$ cat src/rtl/pcd_pkg.sv
package pcd_pkg;

  localparam int unsigned ORDER         = 4;
  localparam int unsigned BITS_PER_WORD = 16;
  localparam int unsigned SAMPLE_W      = 16;
  localparam int unsigned FRAME_W       = 16;
  localparam int unsigned BIT_CNT_W     = $clog2(BITS_PER_WORD);
  localparam int unsigned QUEUE_DEPTH   = 2;
  localparam int unsigned QUEUE_PTR_W   = $clog2(QUEUE_DEPTH);
  localparam int unsigned QUEUE_CNT_W   = $clog2(QUEUE_DEPTH + 1);

  typedef logic [BITS_PER_WORD-1:0] word_t;
  typedef logic [SAMPLE_W-1:0]      sample_t;
  typedef logic [FRAME_W-1:0]       frame_len_t;

  localparam frame_len_t FRAME_LEN_RESET = frame_len_t'(512);
  localparam sample_t    STEP_UP         = sample_t'(1);
  localparam sample_t    STEP_DOWN       = '1;

endpackage

$ cat src/rtl/pcd_queue.sv
module pcd_queue (
  input  logic           clk_i,
  input  logic           rst_ni,
  input  logic           in_valid_i,
  output logic           in_ready_o,
  input  pcd_pkg::word_t in_word_i,
  output logic           out_valid_o,
  input  logic           out_ready_i,
  output pcd_pkg::word_t out_word_o
);

  pcd_pkg::word_t                       mem_q [pcd_pkg::QUEUE_DEPTH];
  logic [pcd_pkg::QUEUE_PTR_W-1:0]      rd_ptr_q, rd_ptr_d;
  logic [pcd_pkg::QUEUE_PTR_W-1:0]      wr_ptr_q, wr_ptr_d;
  logic [pcd_pkg::QUEUE_CNT_W-1:0]      count_q, count_d;
  logic                                 push, pop;

  assign in_ready_o  = (count_q != pcd_pkg::QUEUE_CNT_W'(pcd_pkg::QUEUE_DEPTH));
  assign out_valid_o = (count_q != '0);
  assign out_word_o  = mem_q[rd_ptr_q];
  assign push        = in_valid_i && in_ready_o;
  assign pop         = out_valid_o && out_ready_i;

  always_comb begin
    rd_ptr_d = rd_ptr_q;
    wr_ptr_d = wr_ptr_q;
    count_d  = count_q;
    if (push) begin
      wr_ptr_d = (wr_ptr_q == pcd_pkg::QUEUE_PTR_W'(pcd_pkg::QUEUE_DEPTH - 1)) ? '0
                                                                              : wr_ptr_q + 1'b1;
    end
    if (pop) begin
      rd_ptr_d = (rd_ptr_q == pcd_pkg::QUEUE_PTR_W'(pcd_pkg::QUEUE_DEPTH - 1)) ? '0
                                                                              : rd_ptr_q + 1'b1;
    end
    if (push && !pop) begin
      count_d = count_q + 1'b1;
    end else if (pop && !push) begin
      count_d = count_q - 1'b1;
    end
  end

  always_ff @(posedge clk_i or negedge rst_ni) begin
    if (!rst_ni) begin
      rd_ptr_q <= '0;
      wr_ptr_q <= '0;
      count_q  <= '0;
    end else begin
      rd_ptr_q <= rd_ptr_d;
      wr_ptr_q <= wr_ptr_d;
      count_q  <= count_d;
    end
  end

  always_ff @(posedge clk_i) begin
    if (push) begin
      mem_q[wr_ptr_q] <= in_word_i;
    end
  end

endmodule

$ cat src/rtl/pcd_integ.sv
module pcd_integ (
  input  logic             clk_i,
  input  logic             rst_ni,
  input  logic             word_valid_i,
  output logic             word_ready_o,
  input  pcd_pkg::word_t   word_i,
  output logic             integ_valid_o,
  input  logic             integ_ready_i,
  output pcd_pkg::sample_t integ_o
);

  pcd_pkg::sample_t              integ_q [pcd_pkg::ORDER];
  pcd_pkg::sample_t              integ_d [pcd_pkg::ORDER];
  pcd_pkg::word_t                shift_q, shift_d;
  logic [pcd_pkg::BIT_CNT_W-1:0] cnt_q, cnt_d;
  logic                          busy_q, busy_d;
  logic                          pend_valid_q, pend_valid_d;
  pcd_pkg::sample_t              pend_q, pend_d;
  logic                          last_bit, step, load;
  pcd_pkg::sample_t              bit_step;

  assign last_bit = (cnt_q == pcd_pkg::BIT_CNT_W'(pcd_pkg::BITS_PER_WORD - 1));
  // The last bit may only go once the finished value has somewhere to go.
  assign step     = busy_q && !(last_bit && pend_valid_q && !integ_ready_i);
  assign load     = !busy_q || (step && last_bit);
  assign word_ready_o  = load;
  assign integ_valid_o = pend_valid_q;
  assign integ_o       = pend_q;
  assign bit_step      = shift_q[pcd_pkg::BITS_PER_WORD-1] ? pcd_pkg::STEP_UP
                                                           : pcd_pkg::STEP_DOWN;

  always_comb begin
    integ_d[0] = integ_q[0] + bit_step;
    for (int unsigned s = 1; s < pcd_pkg::ORDER; s++) begin
      integ_d[s] = integ_q[s] + integ_d[s-1];
    end
  end

  always_comb begin
    shift_d      = shift_q;
    cnt_d        = cnt_q;
    busy_d       = busy_q;
    pend_valid_d = pend_valid_q;
    pend_d       = pend_q;
    if (pend_valid_q && integ_ready_i) begin
      pend_valid_d = 1'b0;
    end
    if (step) begin
      shift_d = {shift_q[pcd_pkg::BITS_PER_WORD-2:0], 1'b0};
      cnt_d   = cnt_q + 1'b1;
      if (last_bit) begin
        pend_d       = integ_d[pcd_pkg::ORDER-1];
        pend_valid_d = 1'b1;
        busy_d       = 1'b0;
      end
    end
    if (load && word_valid_i) begin
      shift_d = word_i;
      cnt_d   = '0;
      busy_d  = 1'b1;
    end
  end

  always_ff @(posedge clk_i or negedge rst_ni) begin
    if (!rst_ni) begin
      for (int unsigned s = 0; s < pcd_pkg::ORDER; s++) begin
        integ_q[s] <= '0;
      end
      cnt_q        <= '0;
      busy_q       <= 1'b0;
      pend_valid_q <= 1'b0;
    end else begin
      if (step) begin
        for (int unsigned s = 0; s < pcd_pkg::ORDER; s++) begin
          integ_q[s] <= integ_d[s];
        end
      end
      cnt_q        <= cnt_d;
      busy_q       <= busy_d;
      pend_valid_q <= pend_valid_d;
    end
  end

  always_ff @(posedge clk_i) begin
    shift_q <= shift_d;
    pend_q  <= pend_d;
  end

endmodule

$ cat src/rtl/pcd_comb.sv
module pcd_comb (
  input  logic                 clk_i,
  input  logic                 rst_ni,
  input  pcd_pkg::frame_len_t  frame_len_i,
  input  logic                 integ_valid_i,
  output logic                 integ_ready_o,
  input  pcd_pkg::sample_t     integ_i,
  output logic                 out_valid_o,
  input  logic                 out_ready_i,
  output pcd_pkg::sample_t     out_sample_o,
  output logic                 out_last_o
);

  pcd_pkg::sample_t      delay_q [pcd_pkg::ORDER];
  pcd_pkg::sample_t      stage   [pcd_pkg::ORDER+1];
  pcd_pkg::frame_len_t   count_q, count_d;
  logic [pcd_pkg::FRAME_W:0] count_next;
  logic                  frame_done;
  logic                  fire;
  logic                  out_valid_q, out_valid_d;
  pcd_pkg::sample_t      out_sample_q;
  logic                  out_last_q;

  assign integ_ready_o = !out_valid_q || out_ready_i;
  assign fire          = integ_valid_i && integ_ready_o;
  assign out_valid_o   = out_valid_q;
  assign out_sample_o  = out_sample_q;
  assign out_last_o    = out_last_q;

  always_comb begin
    stage[0] = integ_i;
    for (int unsigned s = 0; s < pcd_pkg::ORDER; s++) begin
      stage[s+1] = stage[s] - delay_q[s];
    end
  end

  // A frame length of zero, or one lowered below the count, closes the frame at once.
  assign count_next = {1'b0, count_q} + 1'b1;
  assign frame_done = (count_next >= {1'b0, frame_len_i});

  always_comb begin
    count_d     = count_q;
    out_valid_d = out_valid_q;
    if (out_valid_q && out_ready_i) begin
      out_valid_d = 1'b0;
    end
    if (fire) begin
      out_valid_d = 1'b1;
      count_d     = frame_done ? '0 : count_next[pcd_pkg::FRAME_W-1:0];
    end
  end

  always_ff @(posedge clk_i or negedge rst_ni) begin
    if (!rst_ni) begin
      for (int unsigned s = 0; s < pcd_pkg::ORDER; s++) begin
        delay_q[s] <= '0;
      end
      count_q     <= '0;
      out_valid_q <= 1'b0;
    end else begin
      if (fire) begin
        for (int unsigned s = 0; s < pcd_pkg::ORDER; s++) begin
          delay_q[s] <= stage[s];
        end
      end
      count_q     <= count_d;
      out_valid_q <= out_valid_d;
    end
  end

  always_ff @(posedge clk_i) begin
    if (fire) begin
      out_sample_q <= stage[pcd_pkg::ORDER];
      out_last_q   <= frame_done;
    end
  end

endmodule

$ cat src/rtl/pdm_cic_decimator.sv
// Fourth-order CIC decimator for PDM microphones: each input item is a 16-bit word of PDM
// bits, most significant bit oldest, and each produces one signed 16-bit PCM sample on the
// output stream, with tlast raised on the sample that completes a frame of frame_length
// samples (zero means every sample closes a frame). All arithmetic wraps modulo 2^16.
// The integrator cascade is bit-serial, one PDM bit per clock while a word is in hand, save
// that the last bit waits while the previous sum is still held; a two-entry input queue
// takes the next word while the current one is integrated, and the output register holds
// a finished sample while the integrators go on. frame_length is written on the cfg
// channel, which is always ready, and should only change while the block is idle.
module pdm_cic_decimator (
  input  logic                    clk_i,
  input  logic                    rst_ni,
  input  logic                    cfg_valid_i,
  output logic                    cfg_ready_o,
  input  pcd_pkg::frame_len_t     cfg_data_i,     // frame_length
  input  logic                    s_axis_tvalid_i,
  output logic                    s_axis_tready_o,
  input  logic [15:0]             s_axis_tdata_i, // pdm_word
  output logic                    m_axis_tvalid_o,
  input  logic                    m_axis_tready_i,
  output logic [15:0]             m_axis_tdata_o, // pcm_sample
  output logic                    m_axis_tlast_o  // frame_last
);

  pcd_pkg::frame_len_t frame_len_q;
  logic                q_valid, q_ready;
  pcd_pkg::word_t      q_word;
  logic                integ_valid, integ_ready;
  pcd_pkg::sample_t    integ_value;

  assign cfg_ready_o = 1'b1;

  always_ff @(posedge clk_i or negedge rst_ni) begin
    if (!rst_ni) begin
      frame_len_q <= pcd_pkg::FRAME_LEN_RESET;
    end else if (cfg_valid_i) begin
      frame_len_q <= cfg_data_i;
    end
  end

  pcd_queue u_queue (
    .clk_i       (clk_i),
    .rst_ni      (rst_ni),
    .in_valid_i  (s_axis_tvalid_i),
    .in_ready_o  (s_axis_tready_o),
    .in_word_i   (s_axis_tdata_i),
    .out_valid_o (q_valid),
    .out_ready_i (q_ready),
    .out_word_o  (q_word)
  );

  pcd_integ u_integ (
    .clk_i         (clk_i),
    .rst_ni        (rst_ni),
    .word_valid_i  (q_valid),
    .word_ready_o  (q_ready),
    .word_i        (q_word),
    .integ_valid_o (integ_valid),
    .integ_ready_i (integ_ready),
    .integ_o       (integ_value)
  );

  pcd_comb u_comb (
    .clk_i         (clk_i),
    .rst_ni        (rst_ni),
    .frame_len_i   (frame_len_q),
    .integ_valid_i (integ_valid),
    .integ_ready_o (integ_ready),
    .integ_i       (integ_value),
    .out_valid_o   (m_axis_tvalid_o),
    .out_ready_i   (m_axis_tready_i),
    .out_sample_o  (m_axis_tdata_o),
    .out_last_o    (m_axis_tlast_o)
  );

endmodule
$ cat config.mk
export PLATFORM = sky130hd
export DESIGN_NAME = pdm_cic_decimator
export DESIGN_NICKNAME = d
export VERILOG_FILES = /design/src/rtl/pcd_pkg.sv /design/src/rtl/pcd_queue.sv /design/src/rtl/pcd_integ.sv /design/src/rtl/pcd_comb.sv /design/src/rtl/pdm_cic_decimator.sv
export SDC_FILE = /design/constraint.sdc
export NUM_CORES = 1
export LEC_CHECK = 0
export BUFFER_PORTS_ARGS = -buffer_cell sky130_fd_sc_hd__buf_2
export CORE_MARGIN = 2
export CORE_UTILIZATION = 60
export DETAILED_ROUTE_END_ITERATION = 8
export PLACE_DENSITY_LB_ADDON = 0.2
export SLEW_MARGIN = 5
export SYNTH_ARGS = -nofsm -noshare
export SYNTH_HDL_FRONTEND = slang
export SYNTH_HIERARCHICAL = 1
export SYNTH_SLANG_ARGS = --single-unit
$ cat constraint.sdc
create_clock -name clk_i -period 8.7 [get_ports clk_i]
set_input_delay 0.435 -clock clk_i [delete_from_list [all_inputs] [get_ports clk_i]]
set_output_delay 0.435 -clock clk_i [all_outputs]
set_load 0.01 [all_outputs]
==> flow_summary.ini <==
[sta]
finalHoldViolCount = 0
final_min_period_over_clock_period_pct = 77.3
setup_repair_after_global_routing_missed_its_margin = false
timing.final.crit_period_ps = 6730
final_max_slew_viol_count = 0
report.final.setup_viol = 0
slew_headroom_pct = 31.9
timing.hold.ws_ps = 46.3
fmaxAchievable_ghz = 0.149
tightest_slew_ps = 1020
fin_setup_tns_ps = 0
clock-skew-final_ps = 11.9

[logic_synthesis]
distinct_cell_type_count_after_synthesis = 82
async_flop_share_pct = 67.9
postSynthCellCount = 1597
synth-main-ff-cell = dfrtp_1
synthesis.nets = 1787
synth_enable_flop_cells = 81
synth.ff_latch_count = 252
synth_sequential_area_ratio_pct = 42.5
synth.cell_area_um2 = 15800
yosys_warnings = 6
syn-mean-instance-area_um2 = 9.90

[grt]
number_of_antenna_violations_at_the_first_check_in_global_routing = 0
wire_length_of_the_first_global_routing_pass_um = 49200
grt_max_degree = 108
use_met1_pct = 27.2
grtUsageMet3_pct = 2.45
grt-busiest-layer = met2
grt_pass1_vias = 11100
globalRoute.totalOverflow = 0
groute.usage.overall_pct = 20.5
grt_use_met2_pct = 36.2

[outcome]
status = complete, no violations

[finish]
final_nets = 1842
layout.cells.most_common = nand2_1
sequential_cell_area_um2 = 6710
layout.cell_area.non_filler_um2 = 17300
final_layout_size_suffix_gt1_share_pct = 12.6
antennaDiodeCount = 0
layout.cells.most_common_list = 237 x nand2_1, 170 x dfrtp_1, 145 x ha_1, 127 x inv_1, 108 x o21ai_0
multi_input_area_um2 = 8430
syn_to_final_growth_pct = 9.12
fill_cells = 2032

[detailed_routing]
detail_route.drc_violations = 0
dr_total_vias = 11100
drtAntennaViolNets = 0
wl_per_cell_um = 13.9
vias_per_cell = 5.52
number_of_optimization_iterations_in_the_first_detailed_route_pass = 7
wl_um = 27900
number_of_drc_violations_after_detailed_routing_iteration_0 = 712

[worst_setup_path]
crit_family = compound AO/OA/AOI/OAI gates
worstSetupStartpointType = register
worstPathMaxFanout = 18
arrival_ps = 7150
crit_buf_inv = 1
delay_contributed_by_the_slowest_stage_of_the_critical_path_ps = 560
cpMaxStageDelayCell = o41ai_1
r2r_start = u_integ/shift_q[15]
cp.required_ps = 9120
worstSetupEndpointType = register
worst-r2r-setup-slack_ps = 1970
critical_path.most_common_cell = ha_1
path_class = register to register
timing.rr.end = u_integ/integ_q[15]
ff2ff_path_depth = 29

[floorplan]
die_y_um = 166
boundaryPins = 57
initial_core_util_pct = 60.9
fp.dieArea_um2 = 27700
placement_rows = 59
die_width_um = 166
floorplan.core_area_um2 = 26000

[placement]
detailed_place_hpwl_um = 19400
total_of_buffers_placed_on_input_and_output_ports = 55
gp_weighted_congestion = 0.863
post_dp_cell_area_um2 = 16400

[clock_network]
root_buffer = clkbuf_16
clk_pin_slew_worst_paths_ps = 60
postCtsHoldBufs = 0
clockBufferDepth = 3
ctsResizeCount = 0
htreeDepth = 1
cts_made_buffers = 27
cts.repair_timing.setup_buffer_count = 0
tritoncts_num_sinks = 252
worst_skew_pair.late_latency_ps = 540
tritoncts = yes

[min_path]
worst_hold_path_type = input port to asynchronous set/reset pin

[job]
reported_max_cap_violation_count = 0
==> layer usage <==
| layer | vias to the layer above | part of all wire (%) |
|---|---|---|
| li1 | 5665 | - |
| met1 | 5255 | 47 |
| met2 | 129 | 48 |
| met3 | 41 | 2.9 |
| met4 | 0 | 2.2 |
| met5 | - | 0 |
==> worst register-to-register path: cells and delay by family, from the launching register on <==
family | cells | cell delay [ps]
fa+ha+maj | 4 | 1250
simple gates | 9 | 1310
xor+xnor | 3 | 550
buf+inv | 1 | 440
compound gates | 11 | 2350
flops | 1 | 410
mux | 1 | 290
==> layout make-up <==
type | count | area share (%)
Clock buffer | 39 | 4.58
Clock inverter | 11 | 0.479
Inverter | 128 | 2.79
Multi-Input combinational cell | 1181 | 48.9
Sequential cell | 252 | 38.9
Tap cell | 335 | 2.43
Timing Repair Buffer | 62 | 1.94
==> per-stage QoR <==
stage          instances  setup slack (ps)  utilization, %
3_3_place_gp        1958              2270            63.0
4_1_cts             2008              1950            66.4
5_1_grt             2008              1320            66.4
3_5_place_dp        1958              1970            63.0
2_1_floorplan       1597              2830               -
6_report            2008              1970            66.4
==> cell families after synthesis <==
group,synth area share [%]
and+or+nand+nor,14.1
AOI/OAI and AO/OA,13.4
DFF,42.5
buffers and inverters,4.22
adders and majority gates,12.5
xor gates and xnor gates,7.19
muxes,6.08
other,0.0237
==> flip-flops by register name (all words and copies together), names as in the netlist, 2 cells and up <==
signal and flops:
u_integ/cnt_q 4, u_comb/count_q 16, u_comb/delay_q 64, u_integ/shift_q 16
u_integ/integ_o 16, u_queue/count_q 2, u_queue/mem_q 32, frame_len_q 16
u_comb/out_sample_o 16, u_integ/integ_q 64
==> worst max path at each step <==
stage,from,endpoint,slack (ps),cells after the start
2_1_floorplan,u_integ/shift_q[15],u_integ/integ_q[15],2830,29
3_3_place_gp,u_integ/shift_q[15],u_integ/integ_q[15],2270,29
3_5_place_dp,u_integ/shift_q[15],u_integ/integ_q[15],1970,29
4_1_cts,u_integ/shift_q[15],u_integ/integ_q[15],1950,29
5_1_grt,u_integ/shift_q[15],u_integ/integ_q[15],1320,29
6_report,u_integ/shift_q[15],u_integ/integ_q[15],1970,29
==> Yosys cell counts, types with 22 or more instances <==
cell type  count  area share [%]
nand2_1      237             5.6
dfrtp_1      170              27
ha_1         145              11
inv_1        127             3.0
o21ai_0      108             3.4
nor2_1       105             2.5
xnor2_1       83             4.6
edfxtp_1      81              15
a21oi_1       72             2.3
mux2_2        56             4.0
xor2_1        31             1.7
clkbuf_1      30            0.71
nor3_1        27            0.85
nand3_1       26            0.82
o21a_1        24             1.1
a21o_1        22             1.0
Power is not shown: default switching activity piles up to over one toggle a cycle in this logic, so the estimate is an artifact.
